<file path="src/design/dpb_pkg.sv">
// dpb_pkg: shared types and constants for the delayed pulse port bank
// holds field widths, stream packing sizes, opcodes, register indexes, reset values
// no dependencies
package dpb_pkg;

   // input item field widths
   localparam int unsigned INDEX_WIDTH   = 5;
   localparam int unsigned MS_WIDTH      = 16;
   localparam int unsigned CURRENT_WIDTH = 12;
   localparam int unsigned LEVEL_WIDTH   = 32;

   // stream packing, padded to whole bytes
   localparam int unsigned REQ_FIELDS_WIDTH = INDEX_WIDTH + 2 * MS_WIDTH + CURRENT_WIDTH;
   localparam int unsigned REQ_TDATA_WIDTH  = ((REQ_FIELDS_WIDTH + 7) / 8) * 8;
   localparam int unsigned RSP_FIELDS_WIDTH = LEVEL_WIDTH + 2;
   localparam int unsigned RSP_TDATA_WIDTH  = ((RSP_FIELDS_WIDTH + 7) / 8) * 8;

   // bit offsets inside req tdata
   localparam int unsigned REQ_DUR_LSB = INDEX_WIDTH;
   localparam int unsigned REQ_DLY_LSB = REQ_DUR_LSB + MS_WIDTH;
   localparam int unsigned REQ_CUR_LSB = REQ_DLY_LSB + MS_WIDTH;

   // configuration port
   localparam int unsigned CSR_INDEX_WIDTH = 2;
   localparam int unsigned CSR_DATA_WIDTH  = 32;

   typedef enum logic [CSR_INDEX_WIDTH-1:0] {
      CSR_PORT_MASK     = 2'd0,
      CSR_CURRENT_LIMIT = 2'd1,
      CSR_CHECK_ENABLE  = 2'd2
   } csr_index_type;

   localparam logic [LEVEL_WIDTH-1:0]   MASK_RESET   = '1;
   localparam logic [CURRENT_WIDTH-1:0] LIMIT_RESET  = 12'd2000;
   localparam logic                     CHECK_RESET  = 1'b1;

   // item kinds carried in req tuser
   typedef enum logic {
      OP_TICK   = 1'b0,
      OP_ENABLE = 1'b1
   } op_type;

   // per-port control from the bank
   typedef struct packed {
      logic tick;
      logic load;
      logic clear;
   } port_ctrl_type;

   // per-port status back to the bank
   typedef struct packed {
      logic is_on;
      logic turn_on;
      logic on_next;
   } port_status_type;

endpackage

</file>
<file path="src/design/dpb_port.sv">
// dpb_port: one delayed one-shot timer (wait phase, on phase, down-counter)
// depends on dpb_pkg for the control and status structs
module dpb_port #(
   parameter int unsigned TIME_WIDTH = 16
) (
   input  logic                     clock,
   input  logic                     reset,
   input  dpb_pkg::port_ctrl_type   ctrl,
   input  logic [TIME_WIDTH-1:0]    load_delay,
   input  logic [TIME_WIDTH-1:0]    load_on_time,
   output dpb_pkg::port_status_type status
);
   import dpb_pkg::*;

   typedef enum logic [1:0] {
      PH_IDLE = 2'd0,
      PH_WAIT = 2'd1,
      PH_ON   = 2'd2
   } phase_type;

   phase_type             phase_ff, phase_in;
   logic [TIME_WIDTH-1:0] count_ff, count_in;
   logic [TIME_WIDTH-1:0] on_time_ff, on_time_in;
   logic [TIME_WIDTH-1:0] count_dec;
   logic                  expire;

   // saturating decrement, expiry when it reaches zero
   assign count_dec = (count_ff != '0) ? count_ff - TIME_WIDTH'(1) : '0;
   assign expire    = (count_dec == '0);

   // next state
   always_comb begin
      phase_in   = phase_ff;
      count_in   = count_ff;
      on_time_in = on_time_ff;
      if (ctrl.clear) begin
         phase_in = PH_IDLE;
         count_in = '0;
      end else if (ctrl.load) begin
         phase_in   = PH_WAIT;
         count_in   = load_delay;
         on_time_in = load_on_time;
      end else if (ctrl.tick) begin
         case (phase_ff)
            PH_WAIT: begin
               if (expire) begin
                  count_in = on_time_ff;
                  phase_in = (on_time_ff == '0) ? PH_IDLE : PH_ON;
               end else begin
                  count_in = count_dec;
               end
            end
            PH_ON: begin
               count_in = count_dec;
               if (expire) phase_in = PH_IDLE;
            end
            default: ;
         endcase
      end
   end

   // status toward the bank
   assign status.is_on   = (phase_ff == PH_ON);
   assign status.turn_on = ctrl.tick && (phase_ff == PH_WAIT) && expire;
   assign status.on_next = (phase_in == PH_ON);

   always_ff @(posedge clock) begin
      if (reset) begin
         phase_ff   <= PH_IDLE;
         count_ff   <= '0;
         on_time_ff <= '0;
      end else begin
         phase_ff   <= phase_in;
         count_ff   <= count_in;
         on_time_ff <= on_time_in;
      end
   end

endmodule

</file>
<file path="src/design/delayed_pulse_port_bank.sv">
// delayed_pulse_port_bank: top level, input register, port timer array, result register
// depends on dpb_pkg and dpb_port
//
// Usage:
//   req channel (req_tvalid/req_tready/req_tdata/req_tuser) carries one item per
//   tick or enable request; req_tuser selects the kind (0 tick, 1 enable).
//   rsp channel returns exactly one item per req item, in order: the drive level
//   of every port after that item, the accept flag and the overcurrent flag.
//   csr channel (always ready) writes the port mask (0), current limit (1), check
//   enable (2); the user must write it only while the bank is idle (unenforced).
// Path: an accepted req item passes the input register, then the result register.
// Throughput: one item per cycle unless the rsp side stalls; every port timer
//   decrements in parallel on a tick; the port state feeds the next item directly.
// Reset: all ports idle and low, registers to their reset values, both pipeline
//   stages empty.
// Stall: when rsp_tready is low the result register holds; the input register
//   still takes one more item, then req_tready drops until the result drains.
module delayed_pulse_port_bank #(
   parameter int unsigned PORTS           = 32,
   parameter int unsigned MIN_DELAY_TICKS = 1,
   parameter int unsigned TIME_WIDTH      = 16
) (
   input  logic                                  clock,
   input  logic                                  reset,
   // req tdata: port_index[4:0], duration_ms[20:5], delay_ms[36:21], current_ma[48:37]
   input  logic                                  req_tvalid,
   output logic                                  req_tready,
   input  logic [dpb_pkg::REQ_TDATA_WIDTH-1:0]   req_tdata,
   // req tuser: op
   input  logic                                  req_tuser,
   // rsp tdata: output_levels[31:0], request_accepted[32], overcurrent_trip[33]
   output logic                                  rsp_tvalid,
   input  logic                                  rsp_tready,
   output logic [dpb_pkg::RSP_TDATA_WIDTH-1:0]   rsp_tdata,
   input  logic                                  csr_valid,
   output logic                                  csr_ready,
   input  logic [dpb_pkg::CSR_INDEX_WIDTH-1:0]   csr_index,
   input  logic [dpb_pkg::CSR_DATA_WIDTH-1:0]    csr_data
);
   import dpb_pkg::*;

   localparam logic [32:0] TIME_MAX = (33'd1 << TIME_WIDTH) - 33'd1;

   // configuration registers
   logic [LEVEL_WIDTH-1:0]   port_mask_ff;
   logic [CURRENT_WIDTH-1:0] current_limit_ff;
   logic                     check_enable_ff;

   // input stage
   logic                     s1_valid_ff;
   op_type                   s1_op_ff;
   logic [INDEX_WIDTH-1:0]   s1_index_ff;
   logic [MS_WIDTH-1:0]      s1_duration_ff;
   logic [MS_WIDTH-1:0]      s1_delay_ff;
   logic [CURRENT_WIDTH-1:0] s1_current_ff;

   // result stage
   logic                       rsp_valid_ff;
   logic [RSP_TDATA_WIDTH-1:0] rsp_data_ff, rsp_data_in;

   logic                    s1_advance;
   logic                    is_tick, is_enable, accept_req, any_turn_on, trip;
   logic [MS_WIDTH-1:0]     delay_raw;
   logic [TIME_WIDTH-1:0]   load_delay, load_on_time;
   logic [LEVEL_WIDTH-1:0]  on_vec, on_next_vec;
   logic [PORTS-1:0]        turn_on_vec;
   port_status_type         status [PORTS];

   // handshakes
   assign csr_ready  = 1'b1;
   assign s1_advance = s1_valid_ff && (!rsp_valid_ff || rsp_tready);
   assign req_tready = !s1_valid_ff || s1_advance;
   assign rsp_tvalid = rsp_valid_ff;
   assign rsp_tdata  = rsp_data_ff;

   // request decode and checks
   assign is_tick    = s1_advance && (s1_op_ff == OP_TICK);
   assign is_enable  = s1_advance && (s1_op_ff == OP_ENABLE);
   assign accept_req = is_enable && (s1_duration_ff != '0)
                       && ({1'b0, s1_index_ff} < (INDEX_WIDTH + 1)'(PORTS))
                       && port_mask_ff[s1_index_ff] && !on_vec[s1_index_ff];

   // times saturate to the counter width, zero delay means the minimum
   assign delay_raw    = (s1_delay_ff != '0) ? s1_delay_ff : MS_WIDTH'(MIN_DELAY_TICKS);
   assign load_delay   = (33'(delay_raw) > TIME_MAX) ? TIME_MAX[TIME_WIDTH-1:0]
                                                     : TIME_WIDTH'(delay_raw);
   assign load_on_time = (33'(s1_duration_ff) > TIME_MAX) ? TIME_MAX[TIME_WIDTH-1:0]
                                                          : TIME_WIDTH'(s1_duration_ff);

   // overcurrent check when any port turns on this tick
   assign any_turn_on = |turn_on_vec;
   assign trip        = is_tick && any_turn_on && check_enable_ff
                        && (s1_current_ff > current_limit_ff);

   // port timer array
   for (genvar g = 0; g < LEVEL_WIDTH; g++) begin : g_port
      if (g < PORTS) begin : g_live
         port_ctrl_type ctrl;
         assign ctrl.tick  = is_tick;
         assign ctrl.load  = accept_req && (s1_index_ff == INDEX_WIDTH'(g));
         assign ctrl.clear = trip;

         dpb_port #(
            .TIME_WIDTH (TIME_WIDTH)
         ) u_port (
            .clock        (clock),
            .reset        (reset),
            .ctrl         (ctrl),
            .load_delay   (load_delay),
            .load_on_time (load_on_time),
            .status       (status[g])
         );

         assign on_vec[g]      = status[g].is_on;
         assign on_next_vec[g] = status[g].on_next;
         assign turn_on_vec[g] = status[g].turn_on;
      end else begin : g_absent
         assign on_vec[g]      = 1'b0;
         assign on_next_vec[g] = 1'b0;
      end
   end

   // result item
   always_comb begin
      rsp_data_in                  = '0;
      rsp_data_in[LEVEL_WIDTH-1:0] = on_next_vec;
      rsp_data_in[LEVEL_WIDTH]     = accept_req;
      rsp_data_in[LEVEL_WIDTH+1]   = trip;
   end

   // configuration writes
   always_ff @(posedge clock) begin
      if (reset) begin
         port_mask_ff     <= MASK_RESET;
         current_limit_ff <= LIMIT_RESET;
         check_enable_ff  <= CHECK_RESET;
      end else if (csr_valid && csr_ready) begin
         case (csr_index)
            CSR_PORT_MASK:     port_mask_ff     <= csr_data[LEVEL_WIDTH-1:0];
            CSR_CURRENT_LIMIT: current_limit_ff <= csr_data[CURRENT_WIDTH-1:0];
            CSR_CHECK_ENABLE:  check_enable_ff  <= csr_data[0];
            default: ;
         endcase
      end
   end

   // input register
   always_ff @(posedge clock) begin
      if (reset) begin
         s1_valid_ff <= 1'b0;
      end else if (req_tready) begin
         s1_valid_ff <= req_tvalid;
      end
   end

   always_ff @(posedge clock) begin
      if (req_tvalid && req_tready) begin
         s1_op_ff       <= op_type'(req_tuser);
         s1_index_ff    <= req_tdata[INDEX_WIDTH-1:0];
         s1_duration_ff <= req_tdata[REQ_DUR_LSB +: MS_WIDTH];
         s1_delay_ff    <= req_tdata[REQ_DLY_LSB +: MS_WIDTH];
         s1_current_ff  <= req_tdata[REQ_CUR_LSB +: CURRENT_WIDTH];
      end
   end

   // result register
   always_ff @(posedge clock) begin
      if (reset) begin
         rsp_valid_ff <= 1'b0;
      end else if (s1_advance) begin
         rsp_valid_ff <= 1'b1;
      end else if (rsp_tready) begin
         rsp_valid_ff <= 1'b0;
      end
   end

   always_ff @(posedge clock) begin
      if (s1_advance) begin
         rsp_data_ff <= rsp_data_in;
      end
   end

endmodule

</file>
<file path="config.mk">
export PLATFORM = sky130hd
export DESIGN_NAME = delayed_pulse_port_bank
export DESIGN_NICKNAME = d
export VERILOG_FILES = /design/src/design/dpb_pkg.sv /design/src/design/dpb_port.sv /design/src/design/delayed_pulse_port_bank.sv
export SDC_FILE = /design/constraint.sdc
export NUM_CORES = 2
export LEC_CHECK = 0
export ABC_AREA = 1
export BUFFER_PORTS_ARGS = -buffer_cell sky130_fd_sc_hd__buf_4
export CAP_MARGIN = 20
export CORE_MARGIN = 4
export CORE_UTILIZATION = 55
export CTS_CLUSTER_SIZE = 10
export DETAILED_ROUTE_END_ITERATION = 8
export PLACE_DENSITY = 0.67
export SYNTH_ARGS = -nofsm -noshare
export SYNTH_HDL_FRONTEND = slang
export SYNTH_HIERARCHICAL = 1
export SYNTH_SLANG_ARGS = --single-unit
</file>
<file path="constraint.sdc">
create_clock -name clock -period 8.9 [get_ports clock]
set_clock_uncertainty 0.2 [all_clocks]
set_input_delay 0.445 -clock clock [delete_from_list [all_inputs] [get_ports clock]]
set_output_delay 0.445 -clock clock [all_outputs]
set_load 0.05 [all_outputs]
</file>
==> run summary <==
Run status -> finished clean
Endpoint with the worst hold slack -> s1_delay_ff[14]
Final hold viol count -> 0
Count of synthesis-stage warnings from yosys -> 6
Netlist cell types -> 40
Crit Path Class -> reg -> reg
H-tree depth reported by CTS -> 4
Final weighted congestion in routability-driven placement -> 0.9326
Prevailing post-synth register cell -> sky130_fd_sc_hd__dfxtp_1
Number of sinks on the clock net -> 1219
Critical path startpoint category -> flop
Maximum number of pins on one net before global-route repair -> 170
Post-synthesis compound-gate area fraction -> 9.764%
Worst-Margin Slew -> 1.276 ns
Clock Latency Late Sink -> 0.79 ns
Power density relative to cell area -> 140.8 nW/µm²
Number of violations of the max-capacitance limit -> 0
Sort of element at the end of the critical path -> flop
Per-cell via count in the routed design -> 5.637
Clock group share of total power -> 47.7%
Initial standard-cell utilization of the core -> 55.35%
Clock transition at path regs -> 0.06 ns
Wire length reported by the detailed router -> 263.3 mm
Share of synthesized registers carrying an async set or reset -> 0%
Arrival @ worst endpoint -> 6.97 ns
GRT Util Overall -> 34.57%
Vias in the first global route -> 71610
Remaining antenna violation count -> 0
Worst min-delay path class -> in -> reg
Sw frac -> 24.58%
P_int -> 8.977 mW
Min Clock Period, post-route -> 6.537 ns
Unrepaired setup endpoints after global routing -> false
Remaining global-route overflow -> 0
Count of final setup violators -> 0
Area of all sequential standard cells -> 25240 µm²
Worst Reg2Reg Path Length in Cells -> 12
Top cell type's share of synthesized area -> 29.46%
Synthesis-to-finish area growth -> 9.636%
FF-to-FF setup slack -> 2.36 ns
Number of DRC markers in iteration 0 -> 8476
Count of filler cells inserted in the layout -> 13398
Clock root cell -> sky130_fd_sc_hd__clkbuf_16
Leading area contributor after synthesis -> sky130_fd_sc_hd__dfxtp_1
Routed via count -> 80424
Number of buffers created by CTS -> 148
Switching power -> 2.926 mW
Layout Utilization -> 60.68%
Global-route wire length before repair -> 404.0 mm
Drt wl/cell -> 18.45 µm
Number of setup buffers added after CTS -> 0
Pre-CTS setup slack -> 2.647 ns
RR Endpoint -> g_port[28].g_live.u_port/on_time_ff[10]
Post-route DRC -> 0
Dpl hpwl -> 164.1 mm
Logic gate share of total power -> 5.3%
Highest achievable clock rate -> 153.0 MHz
Initial antenna violation count -> 4
Smallest hold slack -> 0.1754 ns
Placeable core region -> 139400 µm²
Cell depth of the worst min-delay path -> 2
Combined area of the multi-input logic cells -> 45730 µm²
Fraction of the mapped netlist area in adder cells -> 1.752%
Maximum buffer depth of the clock tree -> 3
Sequential area share after synthesis -> 32.73%
Number of pins with negative max-slew slack in the final report -> 0
Cells after Synth -> 12305
Total standard cell area after synthesis -> 77130 µm²
Final TNS setup -> 0 ns
Post-CTS Hold Fix Bufs -> 94
Mux share of post-synthesis cell area -> 0%
Post-synthesis register bit count -> 1219
Vertical die dimension -> 382.5 µm
Period utilization -> 73.45%
Static power due to leakage -> 36.70 nW
Count of flip-flops with a built-in enable after synthesis -> 84
Post-Synth Simple-Gate Area -> 47.58%
Sequential fraction of design power -> 46.9%
Required time of the critical path -> 9.33 ns
Net count, final -> 12511
Ranking of synthesized cells by area -> sky130_fd_sc_hd__dfxtp_1 (29%), sky130_fd_sc_hd__nand2_1 (18%), sky130_fd_sc_hd__nor2_1 (9.4%)
Number of search-and-repair iterations in the first detailed-routing pass -> 6
Average size of a mapped cell -> 6.268 µm²
Die boundary width -> 382.5 µm
Worst setup margin -> 2.363 ns
Normalized max-slew margin -> 14.96%
Share of final-layout standard cells stronger than drive strength 1 -> 10.88%
# IOs -> 139
Reg-to-reg critical path startpoint -> load_on_time[6]
Die Area -> 146300 µm²
Peak supply drop -> 0.1826 mV
Parity-gate share of the synthesized area counting xor and xnor cells -> 0%
Core Rows -> 137
Commonest cells post-synth -> sky130_fd_sc_hd__nand2_1 (3788), sky130_fd_sc_hd__nor2_1 (1936), sky130_fd_sc_hd__nand3_1 (1412), sky130_fd_sc_hd__dfxtp_1 (1135), sky130_fd_sc_hd__a21oi_1 (1074)
CTS tree -> built
Critical path peak fanout -> 33
Post-cts repair resize count -> 0
Total of buffers placed on input and output ports -> 124
Most common cell in the synthesized netlist -> sky130_fd_sc_hd__nand2_1
Combinational family with the most area after synthesis -> simple AND/OR/NAND/NOR gates
Worst hold start -> req_tdata[35]
-- cells in the final DEF (no fill, tap or decap), types with 21 or more instances in the layout --
cell,Yosys,final
sky130_fd_sc_hd__ha_1,108,108
sky130_fd_sc_hd__a21oi_2,105,105
sky130_fd_sc_hd__clkinv_1,109,109
sky130_fd_sc_hd__o31ai_1,32,32
sky130_fd_sc_hd__nand4_1,103,103
sky130_fd_sc_hd__dlygate4sd3_1,0,94
sky130_fd_sc_hd__dfxtp_1,1135,1135
sky130_fd_sc_hd__nor2_8,32,32
sky130_fd_sc_hd__nor2_1,1936,1904
sky130_fd_sc_hd__clkbuf_16,0,155
sky130_fd_sc_hd__nand2_4,33,33
sky130_fd_sc_hd__o21bai_1,43,43
sky130_fd_sc_hd__nand2_2,67,67
sky130_fd_sc_hd__inv_2,90,91
sky130_fd_sc_hd__edfxtp_1,84,84
sky130_fd_sc_hd__and2_1,21,21
sky130_fd_sc_hd__nand3_1,1412,1412
sky130_fd_sc_hd__o21ai_0,83,83
sky130_fd_sc_hd__nand2_1,3788,3788
sky130_fd_sc_hd__nand3b_1,32,32
sky130_fd_sc_hd__o21ai_1,33,33
sky130_fd_sc_hd__buf_4,11,221
sky130_fd_sc_hd__nor2_4,56,57
sky130_fd_sc_hd__nor4_1,132,131
sky130_fd_sc_hd__clkbuf_1,382,52
sky130_fd_sc_hd__nand3_2,285,285
sky130_fd_sc_hd__buf_8,22,22
sky130_fd_sc_hd__inv_1,782,780
sky130_fd_sc_hd__nor2_2,192,223
sky130_fd_sc_hd__a21oi_1,1074,1074
-- stage by stage --
| step | instance area [µm²] | cells | power [mW] |
|---|---|---|---|
| after floorplan | 77150 | 12310 | 5.947 |
| after global placement | 78700 | 13904 | 6.275 |
| after detailed placement | 78920 | 13916 | 6.281 |
| after CTS | 84220 | 14243 | 11.96 |
| after global routing | 84560 | 14266 | 12.21 |
| final | 84560 | 14268 | 11.90 |
-- cell type report --
type	count	share of cell area [%]
timing repair buffer	350	3.770
multi-input combinational	9607	54.08
clock inverter	15	0.1613
sequential	1219	29.85
tap	1876	2.776
antenna	2	0.005918
clock buffer	218	4.997
inverter	981	4.356
-- critical path: stages, from the launching register on --
cell                       delay (ns)
sky130_fd_sc_hd__edfxtp_1        0.32
sky130_fd_sc_hd__buf_4           0.81
sky130_fd_sc_hd__nor2_1          0.08
sky130_fd_sc_hd__nand4_1         0.16
sky130_fd_sc_hd__nor2_1          0.06
sky130_fd_sc_hd__nor3_1          0.80
sky130_fd_sc_hd__nand3_4         0.43
sky130_fd_sc_hd__nor3_1          0.60
sky130_fd_sc_hd__clkinv_1        0.93
sky130_fd_sc_hd__nor2_1          1.16
sky130_fd_sc_hd__inv_1           0.53
sky130_fd_sc_hd__nand2_1         0.18
sky130_fd_sc_hd__a21oi_1         0.08
-- cells by family (layout without fill, tap and decap cells) --
| group | after synthesis | count (layout) |
|---|---|---|
| other | 2 | 9 |
| AND/OR/NAND/NOR | 8111 | 8111 |
| flip-flops | 1219 | 1219 |
| AO/OA/AOI/OAI | 1381 | 1381 |
| adder cells (fa/ha/maj) | 108 | 108 |
| buffers and inverters | 1484 | 1564 |
-- per-layer routing --
layer,vias up,global-route usage [%],wire (µm)
met2,3100,54.89,116700
met1,37126,47.43,113200
met5,-,0,14
met3,542,5.153,22280
met4,2,13.43,11090
li1,39654,-,-
-- registers in the layout, indices dropped and copies added, names as in the netlist, 12 cells and up --
name,flops
g_port.g_live.u_port/on_time_ff,512
port_mask_ff,32
rsp_tdata,34
g_port.g_live.u_port/count_ff,512
s1_delay_ff,16
g_port.g_live.u_port/phase_ff,64
load_on_time,16
s1_current_ff,12
current_limit_ff,12
-- how the worst max path moves through the flow --
stage,from,to,slack [ns],cells after the start
2_1_floorplan,rsp_tvalid,g_port[0].g_live.u_port/on_time_ff[10],1.77,16
3_3_place_gp,load_on_time[6],g_port[28].g_live.u_port/on_time_ff[8],2.84,12
3_5_place_dp,load_on_time[6],g_port[28].g_live.u_port/on_time_ff[10],2.65,12
4_1_cts,load_on_time[6],g_port[28].g_live.u_port/on_time_ff[10],2.60,12
5_1_grt,s1_index_ff[0],g_port[28].g_live.u_port/on_time_ff[3],2.05,16
6_report,load_on_time[6],g_port[28].g_live.u_port/on_time_ff[10],2.36,12
-- power by group through the flow --
stage	Sequential, mW	Combinational, mW	Clock (mW)
finish	5.58	0.636	5.68
global route	5.58	0.644	5.98
CTS	5.58	0.614	5.77
detailed placement	5.70	0.580	0
global placement	5.70	0.576	0
floorplan	5.73	0.221	0
No activity file was read; power rests on OpenSTA's default activity.
